$ cat src/rtl/rgbtpg_pkg.sv
// Shared types, constants and helpers of the RGB565 test pattern generator.
package rgbtpg_pkg;

   localparam int COORD_W     = 9;
   localparam int MODE_W      = 3;
   localparam int COLOR_W     = 16;
   localparam int QUOT_W      = 6;
   localparam int STEP_W      = $clog2(QUOT_W);
   localparam int REM_W       = 15;
   localparam int BAR_SUM_W   = 12;
   localparam int BAR_COUNT   = 6;
   localparam int QUEUE_DEPTH = 2;

   localparam int REQ_DATA_W  = 8;
   localparam int RSP_DATA_W  = 40;
   localparam int CSR_ADDR_W  = 4;
   localparam int CSR_DATA_W  = 32;
   localparam int REG_IDX_W   = 2;

   localparam int DEFAULT_MAX_DIMENSION = 320;

   // pattern modes
   localparam logic [MODE_W-1:0] MODE_RED      = 3'd0;
   localparam logic [MODE_W-1:0] MODE_GREEN    = 3'd1;
   localparam logic [MODE_W-1:0] MODE_BLUE     = 3'd2;
   localparam logic [MODE_W-1:0] MODE_GRADIENT = 3'd3;
   localparam logic [MODE_W-1:0] MODE_BARS     = 3'd4;

   // register indexes
   localparam logic [REG_IDX_W-1:0] REG_MODE   = 2'd0;
   localparam logic [REG_IDX_W-1:0] REG_WIDTH  = 2'd1;
   localparam logic [REG_IDX_W-1:0] REG_HEIGHT = 2'd2;

   localparam logic [MODE_W-1:0]  RESET_MODE   = MODE_BARS;
   localparam logic [COORD_W-1:0] RESET_WIDTH  = 9'd240;
   localparam logic [COORD_W-1:0] RESET_HEIGHT = 9'd280;

   localparam logic [COLOR_W-1:0] COLOR_BLACK   = 16'h0000;
   localparam logic [COLOR_W-1:0] COLOR_RED     = 16'hF800;
   localparam logic [COLOR_W-1:0] COLOR_GREEN   = 16'h07E0;
   localparam logic [COLOR_W-1:0] COLOR_BLUE    = 16'h001F;
   localparam logic [COLOR_W-1:0] COLOR_YELLOW  = 16'hFFE0;
   localparam logic [COLOR_W-1:0] COLOR_MAGENTA = 16'hF81F;
   localparam logic [COLOR_W-1:0] COLOR_CYAN    = 16'h07FF;
   localparam logic [COLOR_W-1:0] COLOR_WHITE   = 16'hFFFF;

   localparam logic [COLOR_W-1:0] BAR_COLORS [BAR_COUNT] = '{
      COLOR_RED, COLOR_GREEN, COLOR_BLUE, COLOR_YELLOW, COLOR_MAGENTA, COLOR_CYAN
   };

   typedef struct packed {
      logic [MODE_W-1:0]  mode;
      logic [COORD_W-1:0] width;
      logic [COORD_W-1:0] height;
   } cfg_type;

   typedef struct packed {
      logic [COORD_W-1:0] column;
      logic [COORD_W-1:0] row;
      logic               line_end;
      logic               frame_end;
   } pixel_pos_type;

   // zero reads as one, anything above the cap reads as the cap
   function automatic logic [COORD_W-1:0] clamp_dim(input logic [COORD_W-1:0] value,
                                                    input logic [COORD_W-1:0] cap);
      logic [COORD_W-1:0] result;
      result = value;
      if (value == '0) begin
         result = COORD_W'(1);
      end else if (value > cap) begin
         result = cap;
      end
      return result;
   endfunction

endpackage

$ cat src/rtl/rgbtpg_front.sv
// Front end: accepts tick beats, steps the raster counters and tags each pixel position.
module rgbtpg_front (
   input  logic                    clock,
   input  logic                    reset,
   input  rgbtpg_pkg::cfg_type     cfg,
   input  logic                    req_tvalid,
   output logic                    req_tready,
   input  logic                    restart_frame,
   input  logic                    queue_full,
   output logic                    push,
   output rgbtpg_pkg::pixel_pos_type push_data
);
   import rgbtpg_pkg::*;

   logic [COORD_W-1:0] column_ff, column_in;
   logic [COORD_W-1:0] row_ff, row_in;
   logic [COORD_W-1:0] x;
   logic [COORD_W:0]   y_wide;
   logic [COORD_W-1:0] y;
   logic               line_end;
   logic               frame_end;

   assign req_tready = !queue_full;
   assign push       = req_tvalid && !queue_full;

   always_comb begin
      x      = column_ff;
      y_wide = {1'b0, row_ff};
      if (restart_frame) begin
         x      = '0;
         y_wide = '0;
      end else begin
         // counter past a shrunken line: start the next row
         if (column_ff >= cfg.width) begin
            x      = '0;
            y_wide = {1'b0, row_ff} + (COORD_W+1)'(1);
         end
         if (y_wide >= {1'b0, cfg.height}) begin
            y_wide = '0;
         end
      end
      y         = y_wide[COORD_W-1:0];
      line_end  = (x == cfg.width - COORD_W'(1));
      frame_end = line_end && (y == cfg.height - COORD_W'(1));
   end

   always_comb begin
      column_in = column_ff;
      row_in    = row_ff;
      if (push) begin
         if (line_end) begin
            column_in = '0;
            row_in    = frame_end ? '0 : y + COORD_W'(1);
         end else begin
            column_in = x + COORD_W'(1);
            row_in    = y;
         end
      end
   end

   assign push_data.column    = x;
   assign push_data.row       = y;
   assign push_data.line_end  = line_end;
   assign push_data.frame_end = frame_end;

   always_ff @(posedge clock) begin
      if (reset) begin
         column_ff <= '0;
         row_ff    <= '0;
      end else begin
         column_ff <= column_in;
         row_ff    <= row_in;
      end
   end

endmodule

$ cat src/rtl/rgbtpg_fifo.sv
// Short queue of pixel positions between the front end and the color engine.
module rgbtpg_fifo (
   input  logic                      clock,
   input  logic                      reset,
   input  logic                      push,
   input  rgbtpg_pkg::pixel_pos_type push_data,
   output logic                      full,
   input  logic                      pop,
   output rgbtpg_pkg::pixel_pos_type pop_data,
   output logic                      empty
);
   import rgbtpg_pkg::*;

   localparam int IDX_W = (QUEUE_DEPTH > 1) ? $clog2(QUEUE_DEPTH) : 1;
   localparam int CNT_W = $clog2(QUEUE_DEPTH + 1);

   pixel_pos_type    entry_ff [QUEUE_DEPTH];
   logic [IDX_W-1:0] wr_ptr_ff, wr_ptr_in;
   logic [IDX_W-1:0] rd_ptr_ff, rd_ptr_in;
   logic [CNT_W-1:0] count_ff, count_in;

   assign full     = (count_ff == CNT_W'(QUEUE_DEPTH));
   assign empty    = (count_ff == '0);
   assign pop_data = entry_ff[rd_ptr_ff];

   always_comb begin
      wr_ptr_in = wr_ptr_ff;
      rd_ptr_in = rd_ptr_ff;
      count_in  = count_ff;
      if (push) begin
         wr_ptr_in = (wr_ptr_ff == IDX_W'(QUEUE_DEPTH - 1)) ? '0 : wr_ptr_ff + IDX_W'(1);
      end
      if (pop) begin
         rd_ptr_in = (rd_ptr_ff == IDX_W'(QUEUE_DEPTH - 1)) ? '0 : rd_ptr_ff + IDX_W'(1);
      end
      if (push && !pop) begin
         count_in = count_ff + CNT_W'(1);
      end else if (pop && !push) begin
         count_in = count_ff - CNT_W'(1);
      end
   end

   always_ff @(posedge clock) begin
      if (push) begin
         entry_ff[wr_ptr_ff] <= push_data;
      end
   end

   always_ff @(posedge clock) begin
      if (reset) begin
         wr_ptr_ff <= '0;
         rd_ptr_ff <= '0;
         count_ff  <= '0;
      end else begin
         wr_ptr_ff <= wr_ptr_in;
         rd_ptr_ff <= rd_ptr_in;
         count_ff  <= count_in;
      end
   end

endmodule

$ cat src/rtl/rgbtpg_back.sv
// Color engine: turns queued pixel positions into RGB565 result beats.
module rgbtpg_back (
   input  logic                                  clock,
   input  logic                                  reset,
   input  rgbtpg_pkg::cfg_type                   cfg,
   input  logic                                  queue_empty,
   input  rgbtpg_pkg::pixel_pos_type             queue_data,
   output logic                                  pop,
   output logic                                  rsp_tvalid,
   input  logic                                  rsp_tready,
   output logic [rgbtpg_pkg::RSP_DATA_W-1:0]     rsp_tdata,
   output logic                                  rsp_tuser,
   output logic                                  rsp_tlast
);
   import rgbtpg_pkg::*;

   typedef enum logic [2:0] {
      ST_IDLE   = 3'b001,
      ST_DIVIDE = 3'b010,
      ST_DONE   = 3'b100
   } back_state_type;

   back_state_type      state_ff, state_in;
   pixel_pos_type       pos_ff, pos_in;
   logic [REM_W-1:0]    rem_x_ff, rem_x_in;
   logic [REM_W-1:0]    rem_y_ff, rem_y_in;
   logic [QUOT_W-1:0]   quot_x_ff, quot_x_in;
   logic [QUOT_W-1:0]   quot_y_ff, quot_y_in;
   logic [STEP_W-1:0]   step_ff, step_in;
   logic                out_valid_ff, out_valid_in;
   logic [RSP_DATA_W-1:0] out_data_ff, out_data_in;
   logic                out_user_ff, out_user_in;
   logic                out_last_ff, out_last_in;

   logic                slot_free;
   logic                load_out;
   logic [REM_W-1:0]    div_x;
   logic [REM_W-1:0]    div_y;
   logic [REM_W-1:0]    head_col;
   logic [REM_W-1:0]    head_row;
   logic [BAR_SUM_W-1:0] six_x_next;
   logic [BAR_COUNT-2:0] bar_hit;
   logic [COLOR_W-1:0]  bar_color;
   logic [COLOR_W-1:0]  color;
   logic [COORD_W:0]    diag_sum;

   assign slot_free = !out_valid_ff || rsp_tready;
   assign load_out  = (state_ff == ST_DONE) && slot_free;

   always_comb begin
      case (state_ff)
         ST_IDLE: pop = !queue_empty;
         ST_DONE: pop = slot_free && !queue_empty;
         default: pop = 1'b0;
      endcase
   end

   // dividends x*31 and y*63 by shift and subtract
   assign head_col = REM_W'(queue_data.column);
   assign head_row = REM_W'(queue_data.row);
   assign div_x    = REM_W'(cfg.width) << step_ff;
   assign div_y    = REM_W'(cfg.height) << step_ff;

   always_comb begin
      state_in  = state_ff;
      pos_in    = pos_ff;
      rem_x_in  = rem_x_ff;
      rem_y_in  = rem_y_ff;
      quot_x_in = quot_x_ff;
      quot_y_in = quot_y_ff;
      step_in   = step_ff;
      case (state_ff)
         ST_IDLE: begin
            state_in = ST_IDLE;
         end
         ST_DIVIDE: begin
            // one restoring quotient bit per cycle, most significant first
            if (rem_x_ff >= div_x) begin
               rem_x_in  = rem_x_ff - div_x;
               quot_x_in = quot_x_ff | (QUOT_W'(1) << step_ff);
            end
            if (rem_y_ff >= div_y) begin
               rem_y_in  = rem_y_ff - div_y;
               quot_y_in = quot_y_ff | (QUOT_W'(1) << step_ff);
            end
            if (step_ff == '0) begin
               state_in = ST_DONE;
            end else begin
               step_in = step_ff - STEP_W'(1);
            end
         end
         ST_DONE: begin
            if (slot_free) begin
               state_in = ST_IDLE;
            end
         end
         default: begin
            state_in = ST_IDLE;
         end
      endcase
      if (pop) begin
         pos_in    = queue_data;
         rem_x_in  = (head_col << 5) - head_col;
         rem_y_in  = (head_row << 6) - head_row;
         quot_x_in = '0;
         quot_y_in = '0;
         step_in   = STEP_W'(QUOT_W - 1);
         state_in  = (cfg.mode == MODE_GRADIENT) ? ST_DIVIDE : ST_DONE;
      end
   end

   // bar k holds x < floor(w*(k+1)/6), i.e. 6x+6 <= w*(k+1)
   assign six_x_next = (BAR_SUM_W'(pos_ff.column) << 2) + (BAR_SUM_W'(pos_ff.column) << 1)
                       + BAR_SUM_W'(BAR_COUNT);

   always_comb begin
      for (int k = 0; k < BAR_COUNT - 1; k++) begin
         bar_hit[k] = six_x_next <= BAR_SUM_W'(cfg.width) * BAR_SUM_W'(k + 1);
      end
      bar_color = BAR_COLORS[BAR_COUNT-1];
      for (int k = BAR_COUNT - 2; k >= 0; k--) begin
         if (bar_hit[k]) begin
            bar_color = BAR_COLORS[k];
         end
      end
      diag_sum = {1'b0, pos_ff.column} + {1'b0, pos_ff.row};
      if (pos_ff.column == '0 || pos_ff.row == '0 ||
          pos_ff.column == cfg.width - COORD_W'(1) ||
          pos_ff.row == cfg.height - COORD_W'(1)) begin
         bar_color = COLOR_WHITE;
      end
      if (pos_ff.column == pos_ff.row ||
          diag_sum == {1'b0, cfg.width} - (COORD_W+1)'(1)) begin
         bar_color = COLOR_WHITE;
      end
   end

   always_comb begin
      case (cfg.mode)
         MODE_RED:      color = COLOR_RED;
         MODE_GREEN:    color = COLOR_GREEN;
         MODE_BLUE:     color = COLOR_BLUE;
         MODE_GRADIENT: color = {quot_x_ff[4:0], quot_y_ff[5:0], 5'b0};
         MODE_BARS:     color = bar_color;
         default:       color = COLOR_BLACK;
      endcase
   end

   always_comb begin
      out_valid_in = out_valid_ff;
      out_data_in  = out_data_ff;
      out_user_in  = out_user_ff;
      out_last_in  = out_last_ff;
      if (load_out) begin
         out_valid_in = 1'b1;
         out_data_in  = RSP_DATA_W'({pos_ff.row, pos_ff.column, color});
         out_user_in  = pos_ff.line_end;
         out_last_in  = pos_ff.frame_end;
      end else if (rsp_tready) begin
         out_valid_in = 1'b0;
      end
   end

   assign rsp_tvalid = out_valid_ff;
   assign rsp_tdata  = out_data_ff;
   assign rsp_tuser  = out_user_ff;
   assign rsp_tlast  = out_last_ff;

   always_ff @(posedge clock) begin
      pos_ff      <= pos_in;
      rem_x_ff    <= rem_x_in;
      rem_y_ff    <= rem_y_in;
      quot_x_ff   <= quot_x_in;
      quot_y_ff   <= quot_y_in;
      step_ff     <= step_in;
      out_data_ff <= out_data_in;
      out_user_ff <= out_user_in;
      out_last_ff <= out_last_in;
   end

   always_ff @(posedge clock) begin
      if (reset) begin
         state_ff     <= ST_IDLE;
         out_valid_ff <= 1'b0;
      end else begin
         state_ff     <= state_in;
         out_valid_ff <= out_valid_in;
      end
   end

endmodule

$ cat src/rtl/rgb565_test_pattern_generator.sv
// Top level of the RGB565 test pattern generator: register file, front end, queue, color engine.
//
// Each beat on the req_ channel is one pixel tick; the block answers it with exactly one
// rsp_ beat carrying the RGB565 color, the column and row of that pixel, a line-end flag
// (tuser) and a frame-end flag (tlast). Bit 0 of req_tdata forces the pixel to the origin.
// The front end takes one tick per cycle while its two-entry queue has room; the color
// engine behind it finishes solid, bar and unused modes at one pixel per cycle while its
// output register is free; gradient mode handles one pixel at a time in the quotient unit
// (a load, then six restoring steps computing x*31/width and y*63/height side by side). A
// result waits in the output register until taken; the engine holds the next until then. Width
// and height read as 1 when written as zero and are capped at MAX_DIMENSION; mode, width
// and height lie at byte addresses 0, 4 and 8 and may only be changed while no tick is
// in flight. A counter left beyond a shrunken frame wraps to the next row or to row 0.
module rgb565_test_pattern_generator #(
   parameter int MAX_DIMENSION = rgbtpg_pkg::DEFAULT_MAX_DIMENSION
) (
   input  logic                                clock,
   input  logic                                reset,
   // tick channel
   input  logic                                req_tvalid,
   output logic                                req_tready,
   input  logic [rgbtpg_pkg::REQ_DATA_W-1:0]   req_tdata,  // [0] restart_frame, [7:1] zero
   // pixel channel
   output logic                                rsp_tvalid,
   input  logic                                rsp_tready,
   output logic [rgbtpg_pkg::RSP_DATA_W-1:0]   rsp_tdata,  // [15:0] pixel_color,
                                                           // [24:16] column, [33:25] row,
                                                           // [39:34] zero
   output logic                                rsp_tuser,  // line_end
   output logic                                rsp_tlast,  // frame_end
   // register port
   input  logic                                csr_psel,
   input  logic                                csr_penable,
   input  logic                                csr_pwrite,
   input  logic [rgbtpg_pkg::CSR_ADDR_W-1:0]   csr_paddr,
   input  logic [rgbtpg_pkg::CSR_DATA_W-1:0]   csr_pwdata,
   output logic [rgbtpg_pkg::CSR_DATA_W-1:0]   csr_prdata,
   output logic                                csr_pready
);
   import rgbtpg_pkg::*;

   // largest dimension a 9-bit register can ask for, limited by the parameter
   localparam int DIM_LIMIT = (1 << COORD_W) - 1;
   localparam logic [COORD_W-1:0] DIM_CAP =
      COORD_W'((MAX_DIMENSION > DIM_LIMIT) ? DIM_LIMIT : MAX_DIMENSION);

   logic [MODE_W-1:0]    mode_ff, mode_in;
   logic [COORD_W-1:0]   width_ff, width_in;
   logic [COORD_W-1:0]   height_ff, height_in;
   logic                 csr_write;
   logic [REG_IDX_W-1:0] reg_idx;
   cfg_type              cfg;

   logic                 push;
   pixel_pos_type        push_data;
   logic                 queue_full;
   logic                 queue_empty;
   logic                 pop;
   pixel_pos_type        pop_data;

   assign csr_pready = 1'b1;
   assign csr_write  = csr_psel && csr_penable && csr_pwrite && csr_pready;
   assign reg_idx    = csr_paddr[CSR_ADDR_W-1:2];

   // write: take the register's own width from the data, drop the rest
   always_comb begin
      mode_in   = mode_ff;
      width_in  = width_ff;
      height_in = height_ff;
      if (csr_write) begin
         case (reg_idx)
            REG_MODE:   mode_in   = csr_pwdata[MODE_W-1:0];
            REG_WIDTH:  width_in  = csr_pwdata[COORD_W-1:0];
            REG_HEIGHT: height_in = csr_pwdata[COORD_W-1:0];
            default:    mode_in   = mode_ff;
         endcase
      end
   end

   // read: raw register contents, unclamped
   always_comb begin
      case (reg_idx)
         REG_MODE:   csr_prdata = CSR_DATA_W'(mode_ff);
         REG_WIDTH:  csr_prdata = CSR_DATA_W'(width_ff);
         REG_HEIGHT: csr_prdata = CSR_DATA_W'(height_ff);
         default:    csr_prdata = '0;
      endcase
   end

   always_ff @(posedge clock) begin
      if (reset) begin
         mode_ff   <= RESET_MODE;
         width_ff  <= RESET_WIDTH;
         height_ff <= RESET_HEIGHT;
      end else begin
         mode_ff   <= mode_in;
         width_ff  <= width_in;
         height_ff <= height_in;
      end
   end

   // clamped view used by both halves
   assign cfg.mode   = mode_ff;
   assign cfg.width  = clamp_dim(width_ff, DIM_CAP);
   assign cfg.height = clamp_dim(height_ff, DIM_CAP);

   rgbtpg_front u_front (
      .clock         (clock),
      .reset         (reset),
      .cfg           (cfg),
      .req_tvalid    (req_tvalid),
      .req_tready    (req_tready),
      .restart_frame (req_tdata[0]),
      .queue_full    (queue_full),
      .push          (push),
      .push_data     (push_data)
   );

   rgbtpg_fifo u_fifo (
      .clock     (clock),
      .reset     (reset),
      .push      (push),
      .push_data (push_data),
      .full      (queue_full),
      .pop       (pop),
      .pop_data  (pop_data),
      .empty     (queue_empty)
   );

   rgbtpg_back u_back (
      .clock       (clock),
      .reset       (reset),
      .cfg         (cfg),
      .queue_empty (queue_empty),
      .queue_data  (pop_data),
      .pop         (pop),
      .rsp_tvalid  (rsp_tvalid),
      .rsp_tready  (rsp_tready),
      .rsp_tdata   (rsp_tdata),
      .rsp_tuser   (rsp_tuser),
      .rsp_tlast   (rsp_tlast)
   );

endmodule

$ cat config.mk
export PLATFORM = sky130hd
export DESIGN_NAME = rgb565_test_pattern_generator
export DESIGN_NICKNAME = d
export VERILOG_FILES = /design/src/rtl/rgbtpg_pkg.sv /design/src/rtl/rgbtpg_front.sv /design/src/rtl/rgbtpg_fifo.sv /design/src/rtl/rgbtpg_back.sv /design/src/rtl/rgb565_test_pattern_generator.sv
export SDC_FILE = /design/constraint.sdc
export NUM_CORES = 1
export LEC_CHECK = 0
export BUFFER_PORTS_ARGS = -buffer_cell sky130_fd_sc_hd__buf_2
export CORE_ASPECT_RATIO = 1.25
export CORE_MARGIN = 1.5
export CORE_UTILIZATION = 45
export CTS_CLUSTER_DIAMETER = 120
export DETAILED_ROUTE_END_ITERATION = 8
export HOLD_SLACK_MARGIN = 0.03
export PLACE_DENSITY = 0.67
export SYNTH_ARGS = -nofsm -noshare
export SYNTH_HDL_FRONTEND = slang
export SYNTH_SLANG_ARGS = --single-unit
export TNS_END_PERCENT = 20
$ cat constraint.sdc
create_clock -name clock -period 5.3 [get_ports clock]
set_clock_uncertainty 0.15 [all_clocks]
set_input_delay 0.795 -clock clock [delete_from_list [all_inputs] [get_ports clock]]
set_output_delay 0.795 -clock clock [all_outputs]
set_load 0.01 [all_outputs]
# Yosys cells after proc, flatten, opt, wreduce, memory -nomap -nowiden
# Memory sizes are Yosys's and may differ from the RTL's. A register that Yosys moved wholly into a read port is not among the register bits.
# Cells that the tools add are included.
[classes]
n_addsub = 18
n_mul = 2
magnitude_cmp = 11
n_eq_ne = 18
shifts = 3
n_mux = 44
n_bitwise = 3
reduce_logical = 40
[op_table]
columns = ["operator", "n"]
rows = [
  ["$mux 16", 7],
  ["$mux 9", 11],
  ["$mux 15", 6],
  ["$pmux 16 s5", 1],
  ["$eq 9x9->1", 5],
  ["$logic_not 9->1", 4],
  ["$ge 15x15->1", 2],
  ["$shl 9x3->15", 2],
  ["$sub 15x15->15", 2],
  ["$pmux 9 s3", 1],
  ["$le 12x11->1", 2],
  ["$mux 10", 2],
  ["$add 9x1->9 const B", 2],
  ["$gt 9x9->1 const B", 2],
  ["$reduce_and 2->1", 9],
  ["$sub 9x1->9 const B", 2],
  ["$sub 14x9->15", 1],
  ["$sub 15x9->15", 1],
  ["$add 11x10->12", 1],
  ["$add 12x3->12 const B", 1],
  ["$le 12x10->1", 1],
  ["$le 12x12->1", 1],
  ["$le 12x9->1", 1],
  ["$mul 9x3->12 const B", 1],
  ["other kinds (31)", 71],
]
[totals]
ff_bits = 148
mem_bits_rw = 40
in_bits = 51
mem_count = 1
[memory_table]
columns = ["memory", "words", "width", "rd", "rd_ports_with_merged_regs", "wr", "line_no", "text"]
rows = [
  ["u_fifo.entry_ff", 2, 20, 1, 1, 1, "rgbtpg_fifo.sv:17", "pixel_pos_type entry_ff [QUEUE_DEPTH];"],
]

# Depth between registers and ports, before layout
# Gate-level depths: netlist of the first run.
[depth]
ltp_word = 13
ltp_mapped = 26

# By module
# From an unflattened synthesis of the first run, not the netlist that was laid out.
[unflattened]
cells_unflattened = 1737
hier_area_um2 = 15712.6
[modules_own_cells]
columns = ["module", "instances", "cells_per_inst", "area_each_um2", "seq_area_each_um2"]
rows = [
  ["rgbtpg_back", 1, 1108, 9923.3, 2822.7],
  ["rgbtpg_front", 1, 379, 2753.9, 360.3],
  ["rgbtpg_fifo", 1, 84, 1644.1, 1301.2],
  ["rgb565_test_pattern_generator", 1, 166, 1391.3, 420.4],
]

# Worst setup path after synthesis of the first run
# Ideal clock, no wire load.
[synth_timing]
path_kind = "reg-to-reg"
start = "register width_ff[6]"
end = "register u_front.row_ff[1]"
setup_ns = 0.116
arrival_ns = 5.326
slack_ns = -0.292
path_stages_with_launch = 26
n_path_buf = 5
cell_sequence = "dfxtp_1 > buf_2 > o21ai_1 > nand2_1 > ha_1 > nand4_1 > or2_0 > clkbuf_1 > o211ai_2 > buf_2 > buf_2 > nand4_1 > xor2_1 > inv_1 > ha_1 > o211ai_1 > o21ai_0 > a21o_1 > clkbuf_1 > a21oi_1 > o32a_1 > a2111oi_2 > o2111ai_1 > inv_2 > nor3_2 > a31o_1"
[synth_rtl]
columns = ["item", "line_no", "text"]
rows = [
  ["from (decl)", "rgb565_test_pattern_generator.sv:48", "logic [COORD_W-1:0] width_ff, width_in;"],
  ["from (signal assigned)", "rgb565_test_pattern_generator.sv:97", "width_ff <= width_in;"],
  ["to (signal assigned)", "rgbtpg_front.sv:72", "row_ff <= row_in;"],
  ["to (decl)", "rgbtpg_front.sv:16", "logic [COORD_W-1:0] row_ff, row_in;"],
]

==> run_results.csv, run 1 <==
group,metric,value,unit
place,dp_hpwl,31.7,mm
global_routing,grt_pass1_wl,65.0,mm
power,sequentialPowerShare,25.2,%
worst_setup_path,end_kind,"flip-flop",
cts,cts_tree,"done",
power,p_sw_share,43.7,%
floorplanning,row_count,74,
cts,cts_root_buf,"clkbuf_16",
sta,rsz0062_at_grt,"yes",
yosys,yosysSeqAreaShare,32.7,%
yosys,yosys-top-cells-area,"edfxtp_1 (24%), ha_1 (15%), dfxtp_1 (8.3%), xnor2_1 (4.4%), a21oi_1 (3.6%)",
global_routing,antenna_found_initial,1,
worst_setup_path,path_cells,"o21ai_4 -> buf_4 -> nand2_2 -> ha_1 -> nand2_1 -> or2_1 -> buf_4 -> o211a_1 -> buf_4 -> nor3_1 -> xor2_1 -> ha_1 -> a211o_1 -> a21o_1 -> or4_1 -> a2111oi_4 -> o2111ai_2 -> inv_2 -> nor3_4 -> a31o_1",
cts,clockBufferDepth,2,
cts,cts_buffers,17,
yosys,synthArstFlopShare,0,%
sta,min_period,5.13,ns
floorplanning,ioPinCount,128,
layout,area_growth,12.1,%
yosys,ys_types,86,
worst_setup_path,startpoint_type,"flip-flop",
status,status,"complete, no violations",
place,dp_cells,2151,
cts,insertion_delay,0.45,ns
drt,drc_errors,0,
worst_setup_path,cp_data_required_time,5.49,ns
yosys,syn_area,15000,µm²
yosys,synth_top_cell_area_share,24.5,%
power,pwr-share-comb,60.5,%
layout,drive_gt1_share,12.6,%
floorplanning,design.die.area,34400,µm²
sta,finalCritPeriodShare,96.8,%
floorplanning,coreArea,32700,µm²
power,internal_power,5420,µW
yosys,yosysWarnings,0,
drt,ant_nets,0,
place,routabilityCongestion,0.980,
sta,setup_viol,0,
cts,cts.sinks,184,
sta,max_freq,195,MHz
drt,dr.pass1.iters,6,
floorplanning,fp.dieW,166,µm
yosys,synth_edf_count,122,
hold_path,holdCritPathClass,"reg -> reg",
sta,tns,0,ns
power,power.density,573,nW/µm²
global_routing,grt_pass1_vias,12400,
run,drv_cap,0,
sta,tightest_slew,1.07,ns
drt,vias_per_cell,5.80,
power,leakage,0.00707,µW
cts,htree_levels,4,
yosys,dominantRegCellSynth,"edfxtp_1",
place,io_buffers,65,
yosys,synth_area_leader_cell,"edfxtp_1",
layout,final_nets,1991,
cts,path_clk_slew,0.07,ns
global_routing,grt_max_degree,53,
floorplanning,die_h,207,µm
worst_setup_path,cp.arrival,5.32,ns
layout,finalNonFillerCells,2188,
sta,drv_slew,0,
global_routing,overflow,0,
yosys,avgSynthCellArea,9.00,µm²
cts,ctsHoldBuffers,0,
global_routing,grt_usage,24.0,%
sta,relSlewSlack,28.2,%
drt,drt-initial-drc-count,702,
power,ir_drop,0.676,mV
floorplanning,initial_core_util,45.8,%
yosys,synth_cells,1665,
sta,final_hold_viol_count,0,
worst_setup_path,slowest_stage,"or4_1",
drt,num_vias,12700,
drt,routed_wl,41.1,mm
power,clkPwrFrac,14.3,%
drt,avgRoutedWirePerCell,18.8,µm
yosys,synth-seq-cells,184,
worst_setup_path,path_class,"reg -> reg",
power,p_switching,4200,µW
worst_setup_path,cpMostUsedCell,"buf_4",
worst_setup_path,worstPathMaxFanout,7,
worst_setup_path,slowest_delay,0.56,ns
==> Yosys cell counts, types with 34 or more instances <==
cell type,count
inv_1,99
xnor2_1,75
xor2_1,46
o21ai_0,89
buf_4,34
nand2_1,136
nor2_1,125
ha_1,177
mux2i_1,41
clkbuf_1,54
nand3_1,54
dfxtp_1,62
nor3_1,35
a21o_1,34
a21oi_1,108
edfxtp_1,122
==> power by group through the flow <==
stage	sequential [µW]	combinational [µW]	clock (µW)
after global routing	2450	6500	1450
after floorplan	2350	4310	0
final	2420	5820	1380
after global placement	2430	5470	0
after detailed placement	2440	5670	0
after CTS	2410	5710	1400
==> through the flow <==
step                      total power [µW]  setup WS (ns)  cell area, µm²  hold slack (ns)  util, %
after floorplan                       6660        0.00865           15200            0.250        -
after global placement                7900         0.0762           16100            0.283     49.1
after detailed placement              8110         0.0311           16100            0.276     49.1
after CTS                             9530         0.0422           16700            0.283     51.0
after global routing                 10400        -0.0356           16800            0.294     51.4
final                                 9620          0.169           16800            0.281     51.4
==> worst paths after layout <==
kind	slack, ns	start	endpoint	depth (start not counted)
worst min-delay path	0.28	u_back.pos_ff[1]	u_back.rsp_tuser	0
worst min register to register	0.28	u_back.pos_ff[1]	u_back.rsp_tuser	0
worst max register to register	0.17	width_ff[6]	u_front.row_ff[1]	20
worst max-delay path	0.17	width_ff[6]	u_front.row_ff[1]	20
==> cells by family after synthesis <==
group	synth area share [%]
AND/OR/NAND/NOR	16.8
adder cells (fa/ha/maj)	15.6
other	0.0501
buffers and inverters	6.07
AO/OA/AOI/OAI	18.2
multiplexers	3.49
flip-flops	32.7
XOR/XNOR	7.08
==> layout make-up <==
| type | count | area (µm²) |
|---|---|---|
| well taps | 418 | 523 |
| clock inverters | 13 | 191 |
| inverters | 103 | 392 |
| multi-input cells | 1307 | 9420 |
| fillers | 3023 | 15900 |
| flip-flops and latches | 184 | 4910 |
| clock buffers | 18 | 429 |
| repair buffers | 144 | 922 |
| diodes | 1 | 2.50 |
==> worst max-delay path, delay by kind of cell, from the launching register on <==
kind                     cells  cell delay [ns]
adder cells (fa/ha/maj)      2             0.57
AO/OA/AOI/OAI                7             1.78
buffers and inverters        4             0.65
XOR/XNOR                     1             0.24
flip-flops                   1             0.39
AND/OR/NAND/NOR              6             1.25
==> timing repair <==
item,in CTS,in global routing
pin swaps,0,9
buffers inserted,0,5
setup endpoints to repair,7,20
resized for setup,1,16
==> routing by layer <==
layer	vias to the layer above	track usage (%)	wire length, µm
li1	6205	-	-
met1	6012	27.3	17000
met2	375	43.9	20400
met3	101	3.43	1950
met4	0	12.1	1770
met5	-	0	0
==> sequential cells by signal (all words and copies together) (netlist names), 6 cells and up, named ones only <==
| signal | flops |
|---|---|
| u_back.rsp_tdata | 30 |
| u_front.row_ff | 9 |
| u_back.rem_y_ff | 15 |
| u_back.rem_x_ff | 15 |
| u_back.quot_y_ff | 6 |
| u_fifo.entry_ff | 40 |
| width_ff | 9 |
| height_ff | 9 |
| u_front.column_ff | 9 |
| u_back.pos_ff | 20 |
==> cell usage in the layout, fill, tap and decap left out, drive strengths merged, types with 8 or more instances in the layout <==
| master | Yosys | layout |
|---|---|---|
| ha | 177 | 177 |
| buf | 45 | 144 |
| nand2 | 136 | 136 |
| nor2 | 125 | 125 |
| edfxtp | 122 | 122 |
| a21oi | 108 | 108 |
| inv | 102 | 107 |
| o21ai | 92 | 92 |
| xnor2 | 75 | 75 |
| dfxtp | 62 | 62 |
| nand3 | 54 | 54 |
| xor2 | 46 | 46 |
| mux2i | 41 | 41 |
| nor3 | 37 | 37 |
| a21o | 34 | 34 |
| conb | 2 | 30 |
| nor2b | 26 | 26 |
| nand4 | 26 | 26 |
| or3 | 23 | 23 |
| a22o | 19 | 19 |
| clkbuf | 54 | 18 |
| nand2b | 16 | 16 |
| o21a | 16 | 16 |
| a31oi | 15 | 15 |
| nor4 | 15 | 15 |
| a211oi | 13 | 13 |
| and3 | 11 | 11 |
| and2 | 11 | 11 |
| mux2 | 10 | 10 |
| o31ai | 10 | 10 |
| o211ai | 10 | 10 |
| o21bai | 10 | 10 |
| a21boi | 9 | 9 |
| a211o | 8 | 8 |
| nor3b | 8 | 8 |
(Power assumes the default switching activity.)
==> run 2, diff against run 1 <==
==> constraint.sdc (replaced) <==
create_clock -name clock -period 4.2 [get_ports clock]
set_clock_uncertainty 0.15 [all_clocks]
set_input_delay 0.63 -clock clock [delete_from_list [all_inputs] [get_ports clock]]
set_output_delay 0.63 -clock clock [all_outputs]
set_load 0.01 [all_outputs]
==> run_results.csv, run 2 (synthesis gave the netlist of run 1 again) <==
group,metric,value,unit
worst_setup_path,cp.arrival,4.97,ns
layout,final_nets,2168,
layout,antenna_cells,0,
layout,area_growth,24.3,%
drt,drc_errors,0,
place,dp_hpwl,34.3,mm
sta,setup_viol,24,
sta,drv_slew,0,
run,drv_cap,0,
layout,largest_register_ffs,40,
status,status,"complete, but fails checks",
global_routing,grt_pass1_wl,70.1,mm
worst_setup_path,cp_data_required_time,4.38,ns
worst_setup_path,r2r_slack,-0.60,ns
cts,cts_root_buf,"clkbuf_16",
sta,worst_slack,-0.598,ns
cts,htree_levels,4,
sta,final_hold_viol_count,0,
hold_path,min_from,"csr_pwdata[5]",
floorplanning,die_h,207,µm
sta,finalCritPeriodShare,114,%
floorplanning,fp.dieW,166,µm
drt,routed_wl,44.5,mm
cts,clockBufferDepth,2,
sta,tightest_slew,1.20,ns
cts,cts.sinks,184,
cts,ctsHoldBuffers,0,
cts,path_clk_slew,0.07,ns
place,place_area,17300,µm²
drt,ant_nets,0,
worst_setup_path,r2r_start,"width_ff[7]",
layout,drive_gt1_share,24.4,%
layout,layout_commonest_cell,"buf_4",
worst_setup_path,path_cells,"o21ai_4 -> buf_4 -> nand2_2 -> ha_1 -> a21o_1 -> a31oi_4 -> o211ai_4 -> and3_4 -> xnor2_2 -> inv_1 -> ha_4 -> inv_1 -> o21ai_1 -> a211o_1 -> a21o_4 -> or4_4 -> a2111oi_4 -> o2111ai_2 -> inv_2 -> nor3_4 -> a22o_1",
drt,vias_per_cell,5.73,
worst_setup_path,end_kind,"flip-flop",
hold_path,min_to,"width_ff[5]",
sta,max_freq,208,MHz
power,leakage,0.00801,µW
global_routing,grt_pass1_vias,13800,
drt,num_vias,13600,
worst_setup_path,slowest_stage,"or4_4",
hold_path,holdCritPathClass,"in -> reg",
global_routing,grt_usage,25.9,%
floorplanning,design.die.area,34400,µm²
worst_setup_path,cp_top_family,"compound AO/OA/AOI/OAI gates",
power,power.density,706,nW/µm²
global_routing,grt_max_degree,45,
sta,min_period,4.80,ns
layout,layout_common_cells,"buf_4 (245), ha_1 (167), nand2_1 (129), nor2_1 (122), edfxtp_1 (122)",
global_routing,overflow,0,
sta,relSlewSlack,19.8,%
worst_setup_path,path_class,"reg -> reg",
cts,cts_tree,"done",
floorplanning,initial_core_util,45.8,%
floorplanning,ioPinCount,128,
sta,rsz0062_at_grt,"yes",
worst_setup_path,r2r_cells,21,
floorplanning,row_count,74,
drt,dr.pass1.iters,5,
drt,avgRoutedWirePerCell,18.8,µm
hold_path,min_delay_path_depth,2,
status,violations,"setup timing",
layout,largest-register,"u_fifo.entry_ff",
worst_setup_path,path_buf_inv,4,
floorplanning,coreArea,32700,µm²
place,preCtsSetupSlack,-0.726,ns
layout,finalInstanceArea,18600,µm²
drt,drt-initial-drc-count,895,
worst_setup_path,slowest_delay,0.43,ns
place,io_buffers,65,
place,routabilityCongestion,0.983,
worst_setup_path,worstPathMaxFanout,7,
global_routing,antenna_found_initial,0,
worst_setup_path,r2r-end,"u_front.row_ff[7]",
cts,insertion_delay,0.44,ns
power,ir_drop,0.823,mV
worst_setup_path,cpMostUsedCell,"inv_1",
cts,cts_buffers,17,
worst_setup_path,startpoint_type,"flip-flop",
[run 2: changes by cell type in the layout (fill, tap and decap cells not counted), sizes merged]
cell,change
bufinv,-2
inv,+1
buf,+177
diode,-1
clkbuf,+2
[run 2: final cells by class]
type,instances,area [µm²]
well taps,418,523
multi-input cells,1307,9890
clock buffers,20,437
fillers,2893,14100
clock inverters,12,143
inverters,103,392
flip-flops and latches,184,4920
repair buffers,321,2310
[run 2: what timing repair did]
item	CTS	global route
buffers inserted	16	13
gates resized for setup	74	50
setup endpoints to repair	79	82
pin swaps	33	31
[run 2: worst max path at each step]
stage	slack, ns	cells past startpoint	from	end
floorplan	-0.75	25	width_ff[6]	u_front.row_ff[1]
global placement	-0.65	22	width_ff[7]	u_front.row_ff[1]
detailed placement	-0.73	21	width_ff[7]	u_front.row_ff[1]
CTS	-0.54	19	width_ff[6]	u_front.row_ff[1]
global route	-0.79	22	width_ff[7]	u_front.row_ff[7]
finish	-0.60	21	width_ff[7]	u_front.row_ff[7]
[run 2: power by group]
| part | switching [µW] | total (µW) | internal (µW) |
|---|---|---|---|
| Clock | 725 | 1620 | 891 |
| Sequential | 232 | 2960 | 2720 |
| Combinational | 4700 | 8580 | 3870 |
| Total | 5660 | 13100 | 7490 |
[run 2: routing by layer]
layer	vias up	GRT usage (%)	wire (µm)
met3	122	3.37	1860
met4	0	12.4	2000
met1	6471	28.6	17800
met2	409	48.9	22800
li1	6560	-	-
met5	-	0	0
[run 2: through the flow]
| stage | power [µW] | hold slack [ns] | setup TNS, ns | cells | utilization [%] |
|---|---|---|---|---|---|
| after CTS | 12900 | 0.254 | -9.22 | 2352 | 56.1 |
| after global placement | 10800 | 0.256 | -13.88 | 2304 | 53.0 |
| after global routing | 14200 | 0.274 | -16.63 | 2365 | 57.0 |
| final | 13100 | 0.266 | -10.65 | 2365 | 57.0 |
| after floorplan | 8420 | 0.250 | -19.58 | 1693 | - |
| after detailed placement | 11100 | 0.258 | -20.38 | 2304 | 53.0 |
==> run 3, diff against run 2 <==
--- a/config.mk
+++ b/config.mk
@@ -16,4 +16,4 @@
 export SYNTH_ARGS = -nofsm -noshare
 export SYNTH_HDL_FRONTEND = slang
 export SYNTH_SLANG_ARGS = --single-unit
-export TNS_END_PERCENT = 20
+export TNS_END_PERCENT = 50
==> run_results.csv, run 3 (synthesis gave the netlist of run 1 again) <==
group,metric,value,unit
cts,cts_root_buf,"clkbuf_16",
global_routing,use_met3,3.37,%
floorplanning,ioPinCount,128,
worst_setup_path,path_buf_inv,5,
cts,path_clk_slew,0.07,ns
global_routing,grt_pass1_wl,69.9,mm
power,power.density,712,nW/µm²
place,dp_cells,2309,
layout,area_growth,26.8,%
place,io_buffers,65,
floorplanning,coreArea,32700,µm²
cts,cts_buffers,17,
drt,vias_per_cell,5.71,
drt,drc_errors,0,
drt,routed_wl,44.7,mm
layout,finalNonFillerCells,2372,
sta,tightest_slew,1.07,ns
floorplanning,initial_core_util,45.8,%
sta,hold-worst-slack,0.269,ns
cts,ctsHoldBuffers,0,
global_routing,antenna_found_initial,1,
cts,cts.sinks,184,
global_routing,grt_pass1_vias,13600,
floorplanning,fp.dieW,166,µm
drt,ant_nets,0,
sta,min_period,4.74,ns
worst_setup_path,worstPathMaxFanout,7,
sta,setup_viol,24,
layout,layout_common_cells,"buf_4 (245), ha_1 (159), nand2_1 (127), edfxtp_1 (122), nor2_1 (120)",
worst_setup_path,end_kind,"flip-flop",
sta,relSlewSlack,28.6,%
global_routing,grtUsageMet2,48.1,%
sta,max_freq,211,MHz
layout,final_nets,2174,
sta,worst_slack,-0.542,ns
layout,finalInstanceArea,19000,µm²
worst_setup_path,path_class,"reg -> reg",
layout,drive_gt1_share,26.2,%
drt,dr.pass1.iters,7,
drt,num_vias,13500,
cts,clockBufferDepth,2,
drt,avgRoutedWirePerCell,18.8,µm
worst_setup_path,path_cells,"o21ai_4 -> buf_12 -> buf_8 -> nand2_8 -> ha_4 -> nand2_2 -> or2_4 -> o211ai_4 -> buf_6 -> nand2_2 -> xor2_1 -> inv_1 -> ha_1 -> o211ai_1 -> o21ai_2 -> a21o_4 -> or4_4 -> a2111oi_4 -> o2111ai_2 -> inv_2 -> nor3_4 -> a22o_1",
sta,final_hold_viol_count,0,
sta,drv_slew,0,
status,status,"complete, but fails checks",
worst_setup_path,cp_top_family,"compound AO/OA/AOI/OAI gates",
cts,insertion_delay,0.44,ns
worst_setup_path,cp_data_required_time,4.38,ns
power,leakage,0.00811,µW
sta,finalCritPeriodShare,113,%
hold_path,holdCritPathClass,"in -> reg",
layout,layout_commonest_cell,"buf_4",
place,dp_hpwl,34.2,mm
place,routabilityCongestion,0.985,
floorplanning,design.die.area,34400,µm²
place,preCtsSetupSlack,-0.811,ns
worst_setup_path,startpoint_type,"flip-flop",
global_routing,grt_max_degree,45,
global_routing,grt_util_met1,28.9,%
floorplanning,row_count,74,
layout,largest-register,"u_fifo.entry_ff",
power,ir_drop,0.743,mV
worst_setup_path,cpMostUsedCell,"nand2_2",
global_routing,grt_usage,25.8,%
worst_setup_path,slowest_delay,0.43,ns
drt,drt-initial-drc-count,818,
worst_setup_path,cp.arrival,4.92,ns
sta,rsz0062_at_grt,"yes",
place,place_area,17400,µm²
global_routing,grt_busiest_layer,"met2",
floorplanning,die_h,207,µm
global_routing,overflow,0,
worst_setup_path,slowest_stage,"or4_4",
layout,largest_register_ffs,40,
run,drv_cap,0,
status,violations,"setup timing",
cts,htree_levels,4,
cts,cts_tree,"done",
## run 3: stage by stage
| step | setup TNS (ns) | utilization [%] | power [µW] |
|---|---|---|---|
| finish | -9.56 | 58.1 | 13500 |
| CTS | -10.23 | 56.0 | 13100 |
| global route | -15.17 | 58.1 | 14600 |
| floorplan | -12.28 | - | 8420 |
| global placement | -15.38 | 53.1 | 10800 |
| detailed placement | -19.01 | 53.1 | 11100 |
## run 3: where the power goes
| part | total [µW] | internal (µW) | switching, µW |
|---|---|---|---|
| clock | 1740 | 988 | 756 |
| combinational | 8820 | 4040 | 4780 |
| sequential | 2950 | 2720 | 229 |
## run 3: cell type report
cell class | count | area [µm²]
repair buffers | 327 | 2410
fillers | 2823 | 13700
clock buffers | 19 | 453
diodes | 1 | 2.50
flip-flops and latches | 184 | 4920
multi-input cells | 1307 | 10100
clock inverters | 13 | 181
inverters | 103 | 397
well taps | 418 | 523
## run 3: worst paths after layout
path                    start                 to  slack (ns)  cells past startpoint
max               width_ff[7]  u_front.row_ff[7]       -0.54                     22
min             csr_pwdata[5]        width_ff[5]        0.27                      2
max reg2reg       width_ff[7]  u_front.row_ff[7]       -0.54                     22
min reg2reg  u_back.pos_ff[0]   u_back.rsp_tlast        0.27                      0
## run 3: timing repair
| item | in CTS | in global routing |
|---|---|---|
| setup endpoints to repair | 73 | 85 |
| gates resized for setup | 60 | 116 |
| pin swaps | 33 | 53 |
| setup buffers | 9 | 22 |
## run 3: layer usage
metal / vias to the layer above / wire length, µm
li1: 6574 / -
met1: 6468 / 17700
met2: 375 / 22800
met3: 121 / 1970
met4: 0 / 2230
met5: - / 0
